<file path="src/rtl/core/pbgft_pkg.sv">
// shared types and constants for the protobuf gear field tracker
package pbgft_pkg;

	// frame size bound for length-delimited fields that are skipped
	localparam int MAX_FRAME_BYTES = 4096;
	localparam int SKIP_W = $clog2(MAX_FRAME_BYTES + 1);

	localparam int FIELD_W = 16;
	localparam int GEAR_W = 6;
	localparam int BYTE_W = 8;
	localparam int VARINT_W = 64;
	localparam int VARINT_MAX_BYTES = 10;
	localparam int IDX_W = 4;
	localparam int SHAMT_W = 6;
	localparam int KEY_W = FIELD_W + 3;
	// low accumulator bits kept exactly, everything above folds into one sticky bit
	localparam int ACC_W = (KEY_W > SKIP_W) ? KEY_W : SKIP_W;
	localparam int CFG_W = FIELD_W;
	localparam int CFG_IDX_W = 2;

	localparam logic [GEAR_W-1:0] MAX_GEAR_RST = GEAR_W'(24);
	localparam logic [FIELD_W-1:0] GEAR_FIELD_RST = FIELD_W'(21);
	localparam logic [FIELD_W-1:0] COUNT_FIELD_RST = FIELD_W'(24);

	localparam logic [2:0] WT_VARINT = 3'd0;
	localparam logic [2:0] WT_I64 = 3'd1;
	localparam logic [2:0] WT_LEN = 3'd2;
	localparam logic [2:0] WT_I32 = 3'd5;

	localparam logic [CFG_IDX_W-1:0] CFG_MAX_GEAR = 2'd0;
	localparam logic [CFG_IDX_W-1:0] CFG_GEAR_FIELD = 2'd1;
	localparam logic [CFG_IDX_W-1:0] CFG_COUNT_FIELD = 2'd2;

	typedef enum logic [1:0] {
		ACT_LIVE   = 2'd0,
		ACT_CFG    = 2'd1,
		ACT_FORGET = 2'd2,
		ACT_NONE   = 2'd3
	} action_t;

	typedef enum logic [2:0] {
		ST_SHIFT     = 3'd0,
		ST_FIRST     = 3'd1,
		ST_IGNORED   = 3'd2,
		ST_GEAR_ERR  = 3'd3,
		ST_COUNT     = 3'd4,
		ST_COUNT_ERR = 3'd5
	} status_t;

	typedef struct packed {
		logic [GEAR_W-1:0]  max_gear;
		logic [FIELD_W-1:0] gear_field_id;
		logic [FIELD_W-1:0] count_field_id;
	} pbgft_cfg_t;

	// search outcome after the current byte
	typedef struct packed {
		logic              done;
		logic              failed;
		logic [GEAR_W-1:0] value;
	} pbgft_find_t;

endpackage

</file>
<file path="src/rtl/core/pbgft_parser.sv">
// wire-format byte parser: varint keys, field skipping and target field search
module pbgft_parser
	import pbgft_pkg::*;
(
	input  logic              clk,
	input  logic              arst_n,
	input  logic              step,
	input  logic              clear,
	input  logic              is_cfg,
	input  logic [BYTE_W-1:0] frame_byte,
	input  pbgft_cfg_t        cfg,
	output pbgft_find_t       find
);

	typedef enum logic [1:0] {
		PH_KEY       = 2'd0,
		PH_VALUE     = 2'd1,
		PH_SKIPVAR   = 2'd2,
		PH_SKIPBYTES = 2'd3
	} phase_t;

	phase_t             phase_q, phase_d;
	logic [ACC_W-1:0]   acc_lo_q, acc_lo_d;
	logic               acc_hi_q, acc_hi_d;
	logic [IDX_W-1:0]   idx_q, idx_d;
	logic [2:0]         kind_q, kind_d;
	logic [SKIP_W-1:0]  skip_q, skip_d;
	logic               done_q, done_d;
	logic               failed_q, failed_d;
	logic [GEAR_W-1:0]  value_q, value_d;

	logic [SHAMT_W-1:0]  shamt;
	logic [VARINT_W-1:0] contrib;
	logic [ACC_W-1:0]    cur_lo;
	logic                cur_hi;
	logic [FIELD_W-1:0]  target;
	logic                field_zero;
	logic                field_match;
	logic [2:0]          wk;
	logic [SKIP_W-1:0]   skip_dec;

	always_comb begin
		shamt = SHAMT_W'({2'b00, idx_q} * 6'd7);
		contrib = VARINT_W'(frame_byte[6:0]) << shamt;
		cur_lo = acc_lo_q | contrib[ACC_W-1:0];
		cur_hi = acc_hi_q | (|contrib[VARINT_W-1:ACC_W]);
		target = is_cfg ? cfg.count_field_id : cfg.gear_field_id;
		field_zero = !cur_hi && (cur_lo[ACC_W-1:3] == '0);
		field_match = !cur_hi && (cur_lo[ACC_W-1:3] == (ACC_W-3)'(target));
		wk = cur_lo[2:0];
		skip_dec = (skip_q != '0) ? skip_q - SKIP_W'(1) : skip_q;
	end

	always_comb begin
		phase_d = phase_q;
		acc_lo_d = acc_lo_q;
		acc_hi_d = acc_hi_q;
		idx_d = idx_q;
		kind_d = kind_q;
		skip_d = skip_q;
		done_d = done_q;
		failed_d = failed_q;
		value_d = value_q;
		if (!done_q) begin
			if (phase_q == PH_SKIPBYTES) begin
				skip_d = skip_dec;
				if (skip_dec == '0) begin
					phase_d = PH_KEY;
				end
			end else begin
				acc_lo_d = cur_lo;
				acc_hi_d = cur_hi;
				if (frame_byte[7]) begin
					idx_d = idx_q + IDX_W'(1);
					if (idx_d >= IDX_W'(VARINT_MAX_BYTES)) begin
						done_d = 1'b1;
						failed_d = 1'b1;
					end
				end else begin
					acc_lo_d = '0;
					acc_hi_d = 1'b0;
					idx_d = '0;
					unique case (phase_q)
						PH_KEY: begin
							if (field_zero) begin
								done_d = 1'b1;
								failed_d = 1'b1;
							end else begin
								kind_d = wk;
								if (field_match && wk == WT_VARINT) begin
									phase_d = PH_VALUE;
								end else if (wk == WT_VARINT || wk == WT_LEN) begin
									phase_d = PH_SKIPVAR;
								end else if (wk == WT_I64) begin
									phase_d = PH_SKIPBYTES;
									skip_d = SKIP_W'(8);
								end else if (wk == WT_I32) begin
									phase_d = PH_SKIPBYTES;
									skip_d = SKIP_W'(4);
								end else begin
									done_d = 1'b1;
									failed_d = 1'b1;
								end
							end
						end
						PH_VALUE: begin
							done_d = 1'b1;
							if (cur_hi || cur_lo == '0 || cur_lo > ACC_W'(cfg.max_gear)) begin
								failed_d = 1'b1;
							end else begin
								value_d = cur_lo[GEAR_W-1:0];
							end
						end
						default: begin
							// skipping a varint, or reading a length prefix
							if (kind_q == WT_LEN && (cur_hi || cur_lo != '0)) begin
								if (cur_hi || cur_lo > ACC_W'(MAX_FRAME_BYTES)) begin
									done_d = 1'b1;
									failed_d = 1'b1;
								end else begin
									skip_d = cur_lo[SKIP_W-1:0];
									phase_d = PH_SKIPBYTES;
								end
							end else begin
								phase_d = PH_KEY;
							end
						end
					endcase
				end
			end
		end
	end

	assign find.done = done_d;
	assign find.failed = failed_d;
	assign find.value = value_d;

	always_ff @(posedge clk or negedge arst_n) begin
		if (!arst_n) begin
			phase_q <= PH_KEY;
			acc_lo_q <= '0;
			acc_hi_q <= 1'b0;
			idx_q <= '0;
			kind_q <= '0;
			skip_q <= '0;
			done_q <= 1'b0;
			failed_q <= 1'b0;
			value_q <= '0;
		end else if (step) begin
			if (clear) begin
				phase_q <= PH_KEY;
				acc_lo_q <= '0;
				acc_hi_q <= 1'b0;
				idx_q <= '0;
				kind_q <= '0;
				skip_q <= '0;
				done_q <= 1'b0;
				failed_q <= 1'b0;
				value_q <= '0;
			end else begin
				phase_q <= phase_d;
				acc_lo_q <= acc_lo_d;
				acc_hi_q <= acc_hi_d;
				idx_q <= idx_d;
				kind_q <= kind_d;
				skip_q <= skip_d;
				done_q <= done_d;
				failed_q <= failed_d;
				value_q <= value_d;
			end
		end
	end

endmodule

</file>
<file path="src/rtl/core/protobuf_gear_field_tracker.sv">
// Gear field tracker: scans protobuf wire-format frame bytes for the rear gear
// (live frames) or the gear count (config frames) and reports one status word
// on the last byte of each frame. One byte is taken every clock cycle unless
// the input side stalls; a byte passes an input register, combinational parsing
// logic and the result register. The input side stalls only while a finished
// report is held in the result register and the output side is not ready. The
// user must write configuration only while idle; the block does not enforce it.
module protobuf_gear_field_tracker
	import pbgft_pkg::*;
(
	input  logic                 clk,
	input  logic                 arst_n,
	input  logic                 cfg_we,
	input  logic [CFG_IDX_W-1:0] cfg_index,
	input  logic [CFG_W-1:0]     cfg_wdata,
	input  logic                 s_tvalid,
	output logic                 s_tready,
	input  logic [7:0]           s_tdata,  // frame_byte[7:0]
	input  logic [1:0]           s_tuser,  // action[1:0]
	input  logic                 s_tlast,
	output logic                 m_tvalid,
	input  logic                 m_tready,
	output logic [23:0]          m_tdata   // status[2:0], gear[8:3], shift_up[9],
	                                       // steps[15:10], gear_count[21:16], zero
);

	pbgft_cfg_t cfg_q;

	logic              valid_s1;
	action_t           action_s1;
	logic [BYTE_W-1:0] byte_s1;
	logic              last_s1;

	logic              prior_valid_q;
	logic [GEAR_W-1:0] prior_gear_q;
	logic [GEAR_W-1:0] gear_total_q;

	logic              out_valid_q;
	logic [23:0]       out_data_q;

	logic              advance;
	logic              is_frame;
	logic              report;
	pbgft_find_t       find;
	logic              found;
	logic [GEAR_W-1:0] mag;

	status_t           status_c;
	logic [GEAR_W-1:0] gear_c;
	logic              up_c;
	logic [GEAR_W-1:0] steps_c;
	logic [GEAR_W-1:0] total_c;
	logic              prior_valid_c;
	logic [GEAR_W-1:0] prior_gear_c;

	assign advance = valid_s1 && (!out_valid_q || m_tready);
	assign s_tready = !valid_s1 || advance;
	assign is_frame = (action_s1 == ACT_LIVE) || (action_s1 == ACT_CFG);
	assign report = advance && is_frame && last_s1;

	always_ff @(posedge clk or negedge arst_n) begin
		if (!arst_n) begin
			cfg_q.max_gear <= MAX_GEAR_RST;
			cfg_q.gear_field_id <= GEAR_FIELD_RST;
			cfg_q.count_field_id <= COUNT_FIELD_RST;
		end else if (cfg_we) begin
			unique case (cfg_index)
				CFG_MAX_GEAR: cfg_q.max_gear <= cfg_wdata[GEAR_W-1:0];
				CFG_GEAR_FIELD: cfg_q.gear_field_id <= cfg_wdata[FIELD_W-1:0];
				CFG_COUNT_FIELD: cfg_q.count_field_id <= cfg_wdata[FIELD_W-1:0];
				default: ;
			endcase
		end
	end

	always_ff @(posedge clk or negedge arst_n) begin
		if (!arst_n) begin
			valid_s1 <= 1'b0;
		end else if (s_tready) begin
			valid_s1 <= s_tvalid;
		end
	end

	always_ff @(posedge clk) begin
		if (s_tvalid && s_tready) begin
			action_s1 <= action_t'(s_tuser);
			byte_s1 <= s_tdata;
			last_s1 <= s_tlast;
		end
	end

	pbgft_parser u_parser (
		.clk        (clk),
		.arst_n     (arst_n),
		.step       (advance && is_frame),
		.clear      (last_s1),
		.is_cfg     (action_s1 == ACT_CFG),
		.frame_byte (byte_s1),
		.cfg        (cfg_q),
		.find       (find)
	);

	assign found = find.done && !find.failed;
	assign mag = (find.value > prior_gear_q) ? find.value - prior_gear_q
	                                         : prior_gear_q - find.value;

	always_comb begin
		status_c = ST_IGNORED;
		gear_c = '0;
		up_c = 1'b0;
		steps_c = '0;
		total_c = gear_total_q;
		prior_valid_c = prior_valid_q;
		prior_gear_c = prior_gear_q;
		if (action_s1 == ACT_CFG) begin
			if (found) begin
				total_c = find.value;
				status_c = ST_COUNT;
			end else begin
				status_c = ST_COUNT_ERR;
			end
		end else if (!found) begin
			status_c = ST_GEAR_ERR;
		end else begin
			gear_c = find.value;
			if (!prior_valid_q) begin
				prior_gear_c = find.value;
				prior_valid_c = 1'b1;
				status_c = ST_FIRST;
			end else if (mag == '0 || mag > gear_total_q) begin
				status_c = ST_IGNORED;
			end else begin
				status_c = ST_SHIFT;
				up_c = find.value < prior_gear_q;
				steps_c = mag;
				prior_gear_c = find.value;
			end
		end
	end

	always_ff @(posedge clk or negedge arst_n) begin
		if (!arst_n) begin
			prior_valid_q <= 1'b0;
			prior_gear_q <= '0;
			gear_total_q <= MAX_GEAR_RST;
		end else if (advance && action_s1 == ACT_FORGET) begin
			prior_valid_q <= 1'b0;
		end else if (report) begin
			prior_valid_q <= prior_valid_c;
			prior_gear_q <= prior_gear_c;
			gear_total_q <= total_c;
		end
	end

	always_ff @(posedge clk or negedge arst_n) begin
		if (!arst_n) begin
			out_valid_q <= 1'b0;
		end else if (report) begin
			out_valid_q <= 1'b1;
		end else if (m_tready) begin
			out_valid_q <= 1'b0;
		end
	end

	always_ff @(posedge clk) begin
		if (report) begin
			out_data_q <= {2'b00, total_c, steps_c, up_c, gear_c, status_c};
		end
	end

	assign m_tvalid = out_valid_q;
	assign m_tdata = out_data_q;

	// a reported shift always moves by at least one gear and no more than the total
	a_shift_steps: assert property (@(posedge clk) disable iff (!arst_n)
		report && status_c == ST_SHIFT |-> steps_c != '0 && steps_c <= gear_total_q)
		else $error("shift with out of range step count");

	// a forget transaction leaves no prior gear behind
	a_forget: assert property (@(posedge clk) disable iff (!arst_n)
		advance && action_s1 == ACT_FORGET |=> !prior_valid_q)
		else $error("prior gear survived a forget transaction");

	// a held report is never overwritten
	a_no_overwrite: assert property (@(posedge clk) disable iff (!arst_n)
		out_valid_q && !m_tready |-> !report)
		else $error("report overwrote a pending result");

	// the parser starts every frame clean
	a_frame_clear: assert property (@(posedge clk) disable iff (!arst_n)
		report |=> !u_parser.done_q)
		else $error("parser state not cleared after frame end");

endmodule
</file>
<file path="config.mk">
export PLATFORM = sky130hd
export DESIGN_NAME = protobuf_gear_field_tracker
export DESIGN_NICKNAME = d
export VERILOG_FILES = /design/src/rtl/core/pbgft_pkg.sv /design/src/rtl/core/pbgft_parser.sv /design/src/rtl/core/protobuf_gear_field_tracker.sv
export SDC_FILE = /design/constraint.sdc
export NUM_CORES = 1
export LEC_CHECK = 0
export ABC_AREA = 1
export BUFFER_PORTS_ARGS = -buffer_cell sky130_fd_sc_hd__buf_4
export CORE_MARGIN = 10
export CORE_UTILIZATION = 56
export DETAILED_ROUTE_END_ITERATION = 12
export HOLD_SLACK_MARGIN = 0.05
export PLACE_DENSITY = 0.75
export SLEW_MARGIN = 20
export SYNTH_ARGS = -nofsm -noshare
export SYNTH_HDL_FRONTEND = slang
export SYNTH_SLANG_ARGS = --single-unit
</file>
<file path="constraint.sdc">
create_clock -name clk -period 7.96 [get_ports clk]
set_input_delay 1.592 -clock clk [delete_from_list [all_inputs] [get_ports clk]]
set_output_delay 1.592 -clock clk [all_outputs]
set_load 0.01 [all_outputs]
</file>
# Word level (Yosys, flattened, before mapping)
# Index checks and enable logic that the tools add are counted.
dict set report word_totals {
  ff_bits 136
  in_bits 34
  output_inout_bits 26
  elab_cells 213
}
dict set report op_classes {
  n_addsub 4
  mul 1
  order_cmp 6
  eq_ne 27
  shift 1
  muxes 94
  n_bitwise 6
  n_reduce_logical 51
}
# cell count
set op_table {}
lappend op_table {{$mux 13} 12}
lappend op_table {{$mux 19} 4}
lappend op_table {{$mux 6} 11}
lappend op_table {{$shl 7x6->64} 1}
lappend op_table {{$reduce_or 45->1} 1}
lappend op_table {{$mux 1} 36}
lappend op_table {{$mux 2} 15}
lappend op_table {{$pmux 13 s2} 1}
lappend op_table {{$mux 3} 7}
lappend op_table {{$gt 19x13->1 const B} 1}
lappend op_table {{$gt 19x6->1} 1}
lappend op_table {{$logic_not 19->1} 1}
lappend op_table {{$or 19x19->19} 1}
lappend op_table {{$reduce_bool 19->1} 1}
lappend op_table {{$eq 16x16->1} 1}
lappend op_table {{$logic_not 16->1} 1}
lappend op_table {{$mux 16} 1}
lappend op_table {{$mux 4} 4}
lappend op_table {{$logic_not 13->1} 1}
lappend op_table {{$reduce_bool 13->1} 1}
lappend op_table {{$sub 13x1->13 const B} 1}
lappend op_table {{$gt 6x6->1} 2}
lappend op_table {{$ne 4x3->1 const B} 3}
lappend op_table {{$sub 6x6->6} 2}
lappend op_table {{38 further kinds} 80}

# Depth between registers and ports, before layout
dict set report depth {
  depth_word 19
  depth_mapped 54
  depth_no_buf 49
}

# By module
# From an unflattened synthesis, not the netlist that was laid out.
dict set report unflattened {
  hier_cells 1161
  hier_area_um2 8908.5
}
# module n_inst cells_each area_per_inst_um2 seq_area_each_um2
set modules_own_cells {}
lappend modules_own_cells {pbgft_parser 1 743 4939.7 1251.2}
lappend modules_own_cells {protobuf_gear_field_tracker 1 418 3968.8 2328.5}

# Worst setup path after synthesis
# OpenSTA, ideal clock, no wires.
dict set report synth_path {
  kind {register -> register}
  from {register u_parser.idx_q[0]}
  to {register prior_gear_q[5]}
  setup_ns 0.124
  t_arrival_ns 6.855
  required_ns 7.836
  setup_slack_ns 0.981
  path_stages_with_launch 48
  n_path_buf 6
  synth_period_minus_slack_ns 6.979
  cell_sequence {dfrtp_1 buf_6 inv_2 buf_6 fa_1 inv_1 ha_1 inv_1 fa_1 xnor2_2 inv_4 nand2_4 buf_8 o21bai_1 ha_1 nand2_1 nor2_1 a211oi_1 (+12 left out) nand2_1 inv_2 or2_2 o21ai_1 ha_1 a21oi_1 o211ai_1 nand2_1 nand2_1 o21ai_1 o31ai_1 nand2_1 nand2_1 nor2_1 nand2_4 buf_6 nand2_2 o21ai_2}
}
# element line
set synth_rtl {}
lappend synth_rtl {{start: declaration} pbgft_parser.sv:25} ;# logic [IDX_W-1:0] idx_q, idx_d;
lappend synth_rtl {{start signal: assignment} pbgft_parser.sv:164} ;# idx_q <= idx_d;
lappend synth_rtl {{end signal: assignment} protobuf_gear_field_tracker.sv:150} ;# prior_gear_q <= prior_gear_c;
lappend synth_rtl {{end: declaration} protobuf_gear_field_tracker.sv:35} ;# logic [GEAR_W-1:0] prior_gear_q;

==> results.ini <==
[grt]
global_route_wire_length_before_repair_um=37500
maximum_number_of_pins_on_one_net_before_global_route_repair=61
antenna_found_initial=0
grt_pass1_vias=7551
grt_usage_pct=21.1
grt_overflow=0

[yosys]
async_flop_share_pct=75.7
synth.distinct_cells=62
syn_inst=1132
dominantRegCellSynth=sky130_fd_sc_hd__dfrtp_1
synth_enable_flop_cells=33
ys_warn_count=0
post_synth_instance_area_um2=8940
ys_seq_elements=136
post_synthesis_average_cell_area_um2=7.90
synth_sequential_area_ratio_pct=40.0

[clock_network]
tritoncts_clock_tree=yes
cts_max_path_buffers=2
cts_max_level=4
tritoncts.num_buffers=17
cts.reportedPaths.clkPinSlew_ns=0.06
root_buffer=sky130_fd_sc_hd__clkbuf_16
worst_skew_pair.late_latency_ns=0.43
clkSinkCount=136

[setup_path]
arr_time_crit_path_ns=7.74
crit_slowest_cell=sky130_fd_sc_hd__or4_1
startpoint_type_of_the_worst_setup_path=flip-flop
critPathRequiredTime_ns=8.27
timing_worst_setup_path_type=reg -> reg
reg2reg_from=u_parser.idx_q[0]$_DFFE_PN0P_
worstPathMaxFanout=19
cpMostUsedCell=sky130_fd_sc_hd__nand2_1
critPathCaptureType=flip-flop
critical_path.max_stage_delay_ns=0.47
startpoint=u_parser.idx_q[0]$_DFFE_PN0P_

[floorplanning]
dieArea_um2=21400
floorplan.io_pins=60
coreArea_um2=15800
initial_core_util_pct=56.7
die-height_um=146
chipWidth_um=146
rows=46

[power]
cellInternalPower_uw=2180
combPwrFrac_pct=58.3
power.density_cell_area_nw_per_um2=410
p_total_uw=4190
power.sequential.fraction_pct=22.3
total_leakage_power_uw=0.00502
power.share.switching_pct=48.0
clock_power_share_pct=19.4
worst_ir_drop_vdd_mv=0.308
switchingPower_uw=2010

[cells_and_area]
layout-drive-gt1-share_pct=19.1
finalNetCount=1260
areaGrowthSynthToFinish_pct=14.4
top_library_cells_by_usage_in_the_layout_fill_and_taps_aside=sky130_fd_sc_hd__nand2_1 (275), sky130_fd_sc_hd__inv_1 (128), sky130_fd_sc_hd__dfrtp_1 (92)
layout.cells.most_common=sky130_fd_sc_hd__nand2_1
antenna_cells=0
final_core_occ_pct=64.9

[placement]
post-dp-hpwl_um=16500
globalplace.congestion=0.990
port_buffers=57

[sta]
post-route-min-period_ns=7.43
max_frequency_mhz=135
finalSetupViolations=0
slew_at_the_pin_closest_to_its_max_slew_limit_ns=1.05
final-max-slew-violation-count=0
slew_headroom_pct=29.9
finalCritPeriodShare_pct=93.3
timing.clock.skew_ns=0.00808
hold_violation_count_in_the_final_report=0

[drt]
postRouteWirelength_um=22400
dr.first_iter.drc_count=810
routed-via-count=7793
wire_per_inst_um=15.8
ant_nets=0
vias_per_cell=5.49
dr.pass1.iters=6
post-route-drc-count=0

[run_status]
run_status=completed

[hold_path]
min_from=cfg_q[22]$_DFFE_PN0P_
timing.hold.worst.class=reg -> reg

[flow_run]
max_cap_viols=0

## synthesized netlist by cell type (10+ instances only)
cell	number	area share (%)
sky130_fd_sc_hd__nand3_1	73	4.1
sky130_fd_sc_hd__o21ai_0	70	3.9
sky130_fd_sc_hd__a21oi_1	36	2.0
sky130_fd_sc_hd__nor2_2	16	1.1
sky130_fd_sc_hd__inv_1	129	5.4
sky130_fd_sc_hd__edfxtp_1	33	11
sky130_fd_sc_hd__dfrtp_1	94	26
sky130_fd_sc_hd__inv_2	13	0.55
sky130_fd_sc_hd__nand2_2	27	1.9
sky130_fd_sc_hd__nand4_1	30	2.1
sky130_fd_sc_hd__nand3_2	15	1.7
sky130_fd_sc_hd__o22ai_1	21	1.5
sky130_fd_sc_hd__ha_1	30	4.2
sky130_fd_sc_hd__nand2_1	275	12
sky130_fd_sc_hd__xor2_1	25	2.4
sky130_fd_sc_hd__clkbuf_1	13	0.55
sky130_fd_sc_hd__o21ai_1	10	0.56
sky130_fd_sc_hd__nor2_1	90	3.8
## state kept, by name (all words and copies together) (netlist names)
name               cells
action_s1              2
byte_s1                8
cfg_q                 38
gear_total_q           6
last_s1                1
m_tdata               22
m_tvalid               1
prior_gear_q           6
prior_valid_q          1
u_parser.acc_hi_q      1
u_parser.acc_lo_q     19
u_parser.done_q        1
u_parser.failed_q      1
u_parser.idx_q         4
u_parser.kind_q        3
u_parser.phase_q       2
u_parser.skip_q       13
u_parser.value_q       6
valid_s1               1
## critical path: cells and delay by family, from the launching register on
kind	cells	cell delay, ns
buffers and inverters	7	0.84
adders and majority gates	6	1.99
DFF	1	0.43
AOI/OAI and AO/OA	11	1.50
and+or+nand+nor	17	2.35
xor gates and xnor gates	1	0.19
## final timing paths
| kind | cells past startpoint | slack, ns | to |
|---|---|---|---|
| worst min register to register | 2 | 0.48 | cfg_q[22]$_DFFE_PN0P_ |
| min in group asynchronous | 1 | 1.24 | gear_total_q[1]$_DFFE_PN0P_ |
| worst max-delay path | 42 | 0.53 | prior_gear_q[1]$_DFFE_PN0P_ |
| worst min-delay path | 2 | 0.48 | cfg_q[22]$_DFFE_PN0P_ |
| max in group asynchronous | 2 | 5.66 | cfg_q[6]$_DFFE_PN0P_ |
| worst max register to register | 42 | 0.53 | prior_gear_q[1]$_DFFE_PN0P_ |
## power by group through the flow
stage | Sequential (µW) | Combinational, µW | Clock, µW
after floorplan | 922 | 1840 | 0
after global placement | 943 | 2340 | 0
after detailed placement | 944 | 2360 | 0
after CTS | 935 | 2370 | 823
after global routing | 950 | 2740 | 857
final | 935 | 2450 | 812
## layer usage
metal  vias up  GRT usage [%]  share of wire [%]
li1       3824              -                  -
met1      3642           28.4                 45
met2       276           32.1                 46
met3        51           4.82                5.9
met4         0           8.31                2.9
met5         -              0                  0
## cells by family after synthesis
group / synth area share (%)
buf+inv: 8.55
other cells: 0.0419
fa+ha+maj: 5.54
xor+xnor: 3.12
mux: 0.784
compound gates: 12.2
flops: 40.0
simple gates: 29.8
## layout make-up
cell class,count,area (µm²)
multi-input combinational,814,4660
fill,1357,5540
inverter,150,572
clock buffer,19,433
sequential,136,3580
timing repair buffer,71,546
tap,216,270
clock inverter,13,165
## repair_timing
action / in CTS / in global routing
gates resized for setup: 2 / 11
hold buffers: 0 / 0
setup endpoints to repair: 6 / 14
pin swaps: 0 / 1
setup buffers: 0 / 6
## through the flow
step	TNS [ns]	area [µm²]	std cells	setup WS, ns	hold WS [ns]
global route	-0.0966	10200	1419	-0.0475	0.504
floorplan	0	8950	1133	0.981	0.448
detailed placement	-0.161	9510	1381	-0.0420	0.471
finish	0	10200	1419	0.530	0.482
CTS	0	10100	1413	0.0707	0.481
global placement	0	9510	1381	0.271	0.457
Note: power is estimated with default switching activity, not from simulation.
